## src/hw/rtl/tcw_pkg.sv

```systemverilog
package tcw_pkg;

    // opcodes of an input beat
    localparam logic [1:0] OP_PUT   = 2'd0;
    localparam logic [1:0] OP_CLEAR = 2'd1;
    localparam logic [1:0] OP_READ  = 2'd2;

    // control bytes and fixed cell values
    localparam logic [7:0] CH_NEWLINE   = 8'd10;
    localparam logic [7:0] CH_RETURN    = 8'd13;
    localparam logic [7:0] CH_BACKSPACE = 8'd8;
    localparam logic [7:0] BLANK_CHAR   = 8'h20;
    localparam logic [7:0] RESET_COLOR  = 8'h1F;

    typedef struct packed {
        logic [1:0]  opcode;
        logic [7:0]  char_code;
        logic [10:0] cell_index;
    } in_item_t;

    typedef struct packed {
        logic [10:0] cursor_position;
        logic [7:0]  cell_char;
        logic [7:0]  cell_color;
    } out_item_t;

    // one screen cell, attribute in the upper byte
    typedef struct packed {
        logic [7:0] color;
        logic [7:0] ch;
    } cell_t;

    // controller to datapath
    typedef struct packed {
        logic load_item;
        logic exec;
        logic sweep_step;
        logic load_result;
    } dp_cmd_t;

    // datapath to controller
    typedef struct packed {
        logic need_sweep;
        logic sweep_last;
        logic out_free;
    } dp_status_t;

endpackage

```

## src/hw/rtl/tcw_ctrl.sv

```systemverilog
module tcw_ctrl
(
    input  logic                clk,
    input  logic                rst_n,
    input  logic                in_valid,
    output logic                in_ready,
    input  tcw_pkg::dp_status_t status,
    output tcw_pkg::dp_cmd_t    cmd
);

    typedef enum logic [4:0] {
        ST_INIT   = 5'b00001,
        ST_IDLE   = 5'b00010,
        ST_EXEC   = 5'b00100,
        ST_SWEEP  = 5'b01000,
        ST_RESULT = 5'b10000
    } state_t;

    state_t state_reg;
    state_t state_next;

    // next state and commands
    always_comb
    begin
        state_next      = state_reg;
        cmd             = '0;
        in_ready        = 1'b0;
        unique case (state_reg)
            ST_INIT:
            begin
                cmd.sweep_step = 1'b1;
                if (status.sweep_last)
                begin
                    state_next = ST_IDLE;
                end
            end
            ST_IDLE:
            begin
                in_ready = 1'b1;
                if (in_valid)
                begin
                    cmd.load_item = 1'b1;
                    state_next    = ST_EXEC;
                end
            end
            ST_EXEC:
            begin
                cmd.exec = 1'b1;
                if (status.need_sweep)
                begin
                    state_next = ST_SWEEP;
                end
                else
                begin
                    state_next = ST_RESULT;
                end
            end
            ST_SWEEP:
            begin
                cmd.sweep_step = 1'b1;
                if (status.sweep_last)
                begin
                    state_next = ST_RESULT;
                end
            end
            ST_RESULT:
            begin
                if (status.out_free)
                begin
                    cmd.load_result = 1'b1;
                    state_next      = ST_IDLE;
                end
            end
            default:
            begin
                state_next = ST_INIT;
            end
        endcase
    end

    // state register, reset starts the clearing pass
    always_ff @(posedge clk or negedge rst_n)
    begin
        if (!rst_n)
        begin
            state_reg <= ST_INIT;
        end
        else
        begin
            state_reg <= state_next;
        end
    end

endmodule

```

## config.mk

```make
export PLATFORM = sky130hd
export DESIGN_NAME = tcw_ctrl
export DESIGN_NICKNAME = d
export VERILOG_FILES = /design/src/hw/rtl/tcw_pkg.sv /design/src/hw/rtl/tcw_ctrl.sv
export SDC_FILE = /design/constraint.sdc
export NUM_CORES = 1
export LEC_CHECK = 0
export BUFFER_PORTS_ARGS = -buffer_cell sky130_fd_sc_hd__buf_2
export CAP_MARGIN = 20
export CORE_AREA = 2 2 39 41
export DETAILED_ROUTE_END_ITERATION = 8
export DIE_AREA = 0 0 41 43
export PLACE_DENSITY_LB_ADDON = 0.15
export SLEW_MARGIN = 5
export SYNTH_ARGS = -nofsm -noshare
export SYNTH_HDL_FRONTEND = slang
export SYNTH_SLANG_ARGS = --single-unit
```

## constraint.sdc

```tcl
create_clock -name clk -period 1.6 [get_ports clk]
set_clock_uncertainty 0.05 [all_clocks]
set_input_delay 0.16 -clock clk [delete_from_list [all_inputs] [get_ports clk]]
set_output_delay 0.16 -clock clk [all_outputs]
set_load 0.01 [all_outputs]
```

==> results of run 1 <==
[stage by stage]
step	area (µm²)	utilization
detailed placement	409.1	0.2957
floorplan	361.6	-
global placement	409.1	0.2957
global route	521.8	0.3770
CTS	449.2	0.3246
finish	521.8	0.3770
[synth_stat cells]
library cell | instances | area [µm²]
or3_4 | 1 | 11.26
and3_1 | 1 | 6.260
buf_6 | 2 | 22.52
nand2_1 | 1 | 3.750
nor4b_2 | 1 | 15.01
nand2b_1 | 2 | 12.51
and2_1 | 2 | 12.51
o21ai_0 | 1 | 5.000
dfrtp_1 | 4 | 100.1
and2b_2 | 1 | 8.760
or3_1 | 1 | 6.260
nor4_1 | 1 | 6.260
inv_1 | 3 | 11.26
o21a_1 | 1 | 7.510
nor2_1 | 5 | 18.77
nand4_1 | 1 | 6.260
dfstp_2 | 1 | 26.28
nand3_1 | 1 | 5.000
nand4bb_2 | 1 | 16.27
xor2_1 | 1 | 8.760
o211ai_1 | 1 | 7.510
o32ai_1 | 2 | 17.52
o22ai_1 | 1 | 6.260
mux2_2 | 1 | 11.26
xnor2_1 | 1 | 8.760
[power by group]
group	switching, mW	internal, mW
Combinational	0.125	0.191
Sequential	0.0674	0.169
Clock	0.0604	0.0949
Total	0.253	0.455
[logic make-up after synthesis]
family | count (synthesis) | synth area share
buffers and inverters | 5 | 0.09342
multiplexers | 1 | 0.03114
AO/OA/AOI/OAI | 6 | 0.1211
flip-flops | 5 | 0.3495
XOR/XNOR | 2 | 0.04845
AND/OR/NAND/NOR | 19 | 0.3564
[final cells by class]
class	instances	area, µm²
Fill cell	143	862.1
Multi-Input combinational cell	28	236.5
Sequential cell	5	131.4
Timing Repair Buffer	15	96.34
Clock buffer	4	26.28
Tap cell	16	20.02
Inverter	3	11.26
[final timing paths]
check / depth (start not counted) / end / start / slack (ns)
setup / recovery: 4 / in_ready / state_reg[0] / 0.05
hold / removal: 2 / state_reg[1] / in_valid / 0.08
setup reg to reg: 3 / state_reg[1] / state_reg[0] / 0.24
hold reg to reg: 2 / state_reg[0] / state_reg[0] / 0.62
max in group asynchronous: 2 / state_reg[0] / rst_n / 1.10
min in group asynchronous: 2 / state_reg[3] / rst_n / 0.19
[what timing repair did]
action                                 CTS  global route
hold buffers                             1             0
setup endpoints to repair                1             2
pin swaps                                0             4
buffers inserted                         0             4
resized for setup                        2            10
endpoints found under the hold margin    5             0
[layer usage]
| metal | up-vias | GRT usage |
|---|---|---|
| li1 | 171 | - |
| met1 | 162 | 0.1331 |
| met4 | 0 | 0.1000 |
| met5 | - | 0 |
| met3 | 2 | 0.01571 |
| met2 | 9 | 0.1531 |
==> out/results.ini, run 1 <==
[placement]
dpl.cell_count = 62
place_ws_ns = 0.1824
gp_congestion = 0.6675
port_buffers = 10

[setup_path]
worstPathArrival_ns = 1.34
critPathTopFamily = flip-flops
cpPeakStageDelay_ns = 0.60
start_kind = flop
crit_required_ns = 1.39
critPathBufInv = 3
worstSetupPathType = flop to output pin
endpoint_kind = output pin
slowest_stage = dfstp_2
crit_fanout = 6
worstPathCellList = nand4bb_4, inv_2, buf_4, buf_2

[clock_tree]
htree_levels = 1
numCtsBuffers = 3
clock-sinks = 5
cts_tree = done
clk_pin_slew_ns = 0.05
root_buffer = clkbuf_4
clk_latency_ns = 0.25
cts.path.max_buffers = 2

[finish]
drive_above_1_share = 0.5818
n_antenna_cell = 0
largest_register_ffs = 5
nNetsFinal = 62
layout_common_cells = 9 x buf_2, 4 x nor2_1, 4 x buf_4, 4 x dfrtp_2, 3 x clkbuf_4
syn_to_final_growth_pct = 44.29
instances_no_fill = 71
layout_commonest_cell = buf_2

[yosys]
netlist_instances = 38
synth_warnings = 0
synth_cell_types = 25
synth_nets = 44
syn_area_um2 = 361.6
yosysSeqAreaShare = 0.3495
syn_avg_cell_area_um2 = 9.516
synth-seq-cells = 5

[sta]
fmax_ghz = 0.6471
period_minus_slack_ns = 1.545
period_share = 0.9658
relSlewSlack = 0.7877
grt_setup_unrepaired = yes
setup_violations = 0
final.setup.tns_ns = 0
finalHoldViolCount = 0
layout_setup_ws_ns = 0.05469
slew_violations = 0
worst_slew_pin_slew_ns = 0.3176
hold_ws_ns = 0.07646

[grt]
grt_antenna_before_repair = 0
grt_start_max_net_pins = 10
grt_pass1_wl_mm = 1.242
grt_pass1_vias = 295
grt.total_usage = 0.1088
grt-ovfl-total = 0

[floorplan]
io_pins = 11
die_w_um = 41
die_area_mm2 = 0.001763
rows = 14
start_util = 0.2613
core-area_mm2 = 0.001384
dieHeight_um = 43

[detailed_routing]
wl_met3_um = 24
drtPass1Iterations = 4
drt-total-wl_um = 854
met1_length_um = 394
avgViaCountPerCell = 4.845
dr_total_vias = 344
wl_per_cell_um = 12.03
drtIter0Drc = 6
ant_nets = 0
top_layer_used = met4
wl_met2_um = 410
drc = 0

[power_and_ir_drop]
leakagePower_nw = 0.2384
power_density_mw_per_mm2 = 1356
vdd_drop_max_uv = 485.2
power_uw = 707.7

[hold_path]
hp-class = input pin to flop

[outcome]
run_status = finished, final reports clean

[run]
maxCapViolations = 0

(Power assumes the default switching activity.)
==> inputs of run 2 (changes only) <==
--- a/constraint.sdc
+++ b/constraint.sdc
@@ -4,2 +4,2 @@
 set_output_delay 0.16 -clock clk [all_outputs]
-set_load 0.01 [all_outputs]
+set_load 0.02 [all_outputs]
==> run 2 against run 1 <==
Non-clock buffer count shrank 3; cell count shrank 4.2%; total power shrank 7.3%; final area shrank 11%; worst setup slack lost 0.021 ns; sequential power shrank 7%; die area is the same; critical endpoint is now cmd[3]; count of clock-buffer cells in the layout is the same.
==> out/results.ini, run 2 (synthesis results as in run 1) <==
[outcome]
run_status = finished, final reports clean  ; unchanged

[floorplan]
dieHeight_um = 43  ; unchanged
rows = 14  ; unchanged
core-area_mm2 = 0.001384  ; unchanged
die_w_um = 41  ; unchanged
io_pins = 11  ; unchanged
start_util = 0.2613  ; unchanged
die_area_mm2 = 0.001763  ; unchanged

[clock_tree]
root_buffer = clkbuf_4  ; unchanged
numCtsBuffers = 3  ; unchanged
clk_pin_slew_ns = 0.05  ; about the same
cts.path.max_buffers = 2  ; unchanged
clk_latency_ns = 0.24  ; was 0.25 ns
cts_setup_buffers = 0  ; unchanged
cts_tree = done  ; unchanged
clock-sinks = 5  ; unchanged
htree_levels = 1  ; unchanged

[grt]
grt_pass1_wl_mm = 1.248  ; was 1.242 mm
grt_pass1_vias = 300  ; was 295
grt-ovfl-total = 0  ; unchanged
grt_antenna_before_repair = 0  ; unchanged
grt.total_usage = 0.1057  ; was 0.1088
grt_start_max_net_pins = 10  ; unchanged

[setup_path]
critPathBufInv = 2  ; was 3
crit_cells = 4  ; unchanged
r2r_start = state_reg[2]  ; was state_reg[0]
slowest_stage = dfstp_2  ; unchanged
rr_endpoint = state_reg[1]  ; unchanged
r2r_slack_ns = 0.22  ; was 0.24 ns
start_kind = flop  ; unchanged
crit_required_ns = 1.39  ; about the same
reg2regPathDepth = 3  ; unchanged
cpPeakStageDelay_ns = 0.59  ; was 0.60 ns
worstPathCellList = nand4bb_2, inv_1, and2_1, buf_2  ; was nand4bb_4, inv_2, buf_4, buf_2
worstPathArrival_ns = 1.36  ; was 1.34 ns
worstSetupPathType = flop to output pin  ; unchanged
critPathTopFamily = flip-flops  ; unchanged
crit_fanout = 6  ; unchanged
endpoint_kind = output pin  ; unchanged

[hold_path]
hp-class = input pin to flop  ; unchanged
min_from = in_valid  ; unchanged
min_path_cells = 2  ; unchanged
hold_path_end = state_reg[1]  ; unchanged

[detailed_routing]
drc = 0  ; unchanged
drtIter0Drc = 1  ; was 6
ant_nets = 0  ; unchanged
drtPass1Iterations = 2  ; was 4
avgViaCountPerCell = 4.750  ; was 4.845
wl_per_cell_um = 11.88  ; was 12.03 µm
drt-total-wl_um = 808  ; was 854 µm
dr_total_vias = 323  ; was 344

[power_and_ir_drop]
power_uw = 655.8  ; was 707.7 µW
power_density_mw_per_mm2 = 1413  ; was 1356 mW/mm²
power.switching_uw = 247.7  ; was 252.6 µW
power_frac_seq = 0.337  ; was 0.334
power.internal_uw = 408.2  ; was 455.1 µW
pwr-share-comb = 0.434  ; was 0.446
leakagePower_nw = 0.2147  ; was 0.2384 nW
vdd_drop_max_uv = 555.4  ; was 485.2 µV
swShare = 0.3776  ; was 0.3570
clockPowerShare = 0.228  ; was 0.219

[placement]
dpl.cell_count = 63  ; was 62
dp_hpwl_um = 644.9
port_buffers = 10  ; unchanged
gp_congestion = 0.6664  ; was 0.6675
dpl-instance-area_um2 = 416.7  ; was 409.1 µm²

[sta]
worst_slew_pin_slew_ns = 0.3083  ; was 0.3176 ns
setup_violations = 0  ; unchanged
fmax_ghz = 0.6385  ; was 0.6471 GHz
final.setup.tns_ns = 0  ; unchanged
relSlewSlack = 0.7939  ; was 0.7877
finalHoldViolCount = 0  ; unchanged
grt_setup_unrepaired = yes  ; unchanged
slew_violations = 0  ; unchanged
period_minus_slack_ns = 1.566  ; was 1.545 ns
period_share = 0.9788  ; was 0.9658

[finish]
n_antenna_cell = 0  ; unchanged
drive_above_1_share = 0.4615  ; was 0.5818
nNetsFinal = 59  ; was 62
syn_to_final_growth_pct = 28.37  ; was 44.29%
layout_common_cells = 10 x buf_2, 4 x nor2_1, 3 x inv_1, 3 x clkbuf_4, 3 x dfrtp_2  ; was 9 x buf_2, 4 x nor2_1, 4 x buf_4, 4 x dfrtp_2, 3 x clkbuf_4
instances_no_fill = 68  ; was 71
layout_commonest_cell = buf_2  ; unchanged
largest_register_ffs = 5  ; unchanged
design_area_um2 = 464.2  ; was 521.8 µm²

[run]
maxCapViolations = 0  ; unchanged

## run 2: cell count changes in the layout (fill, tap and decap cells not counted), sizes merged
cell and change:
buf -3
## run 2: per-stage QoR
stage                     hold WS, ns  utilization  setup slack, ns
after global routing          0.07556       0.3354         -0.02740
final                         0.07420       0.3354          0.03391
after CTS                     0.07597       0.3300          0.01141
after floorplan               -0.1856            -           0.1036
after detailed placement     -0.07095       0.3011           0.2169
after global placement       -0.06584       0.3011           0.2356
## run 2: repair_timing
action | 4_1_cts | 5_1_grt
hold endpoints to repair | 5 | 0
resized for setup | 2 | 3
hold buffers | 1 | 0
setup endpoints to repair | 1 | 3
## run 2: per-layer routing
layer | up-vias | routed length [µm] | GRT usage
li1 | 164 | - | -
met1 | 152 | 373 | 0.1299
met2 | 7 | 414 | 0.1563
met3 | 0 | 20 | 0.03141
met4 | 0 | 0 | 0.06000
met5 | - | 0 | 0
## run 2: area by class of cell
class	count	area, µm²
clock buffers	4	26.28
fillers	146	919.6
inverters	3	11.26
multi-input cells	28	209.0
flip-flops and latches	5	130.1
well taps	16	20.02
repair buffers	12	67.56
## run 2: how the worst max path moves through the flow
stage	start	endpoint	slack, ns
after CTS	state_reg[3]	cmd[3]	0.01
after global routing	state_reg[0]	cmd[1]	-0.03
after floorplan	state_reg[0]	cmd[1]	0.10
after detailed placement	state_reg[3]	cmd[3]	0.22
after global placement	state_reg[3]	cmd[3]	0.24
final	state_reg[0]	cmd[3]	0.03
## run 2: power groups by stage
stage	sequential (mW)	clock, mW	combinational (mW)
floorplan	0.200	0	0.225
global placement	0.222	0	0.288
detailed placement	0.219	0	0.284
CTS	0.218	0.153	0.287
global route	0.226	0.165	0.313
finish	0.221	0.150	0.285
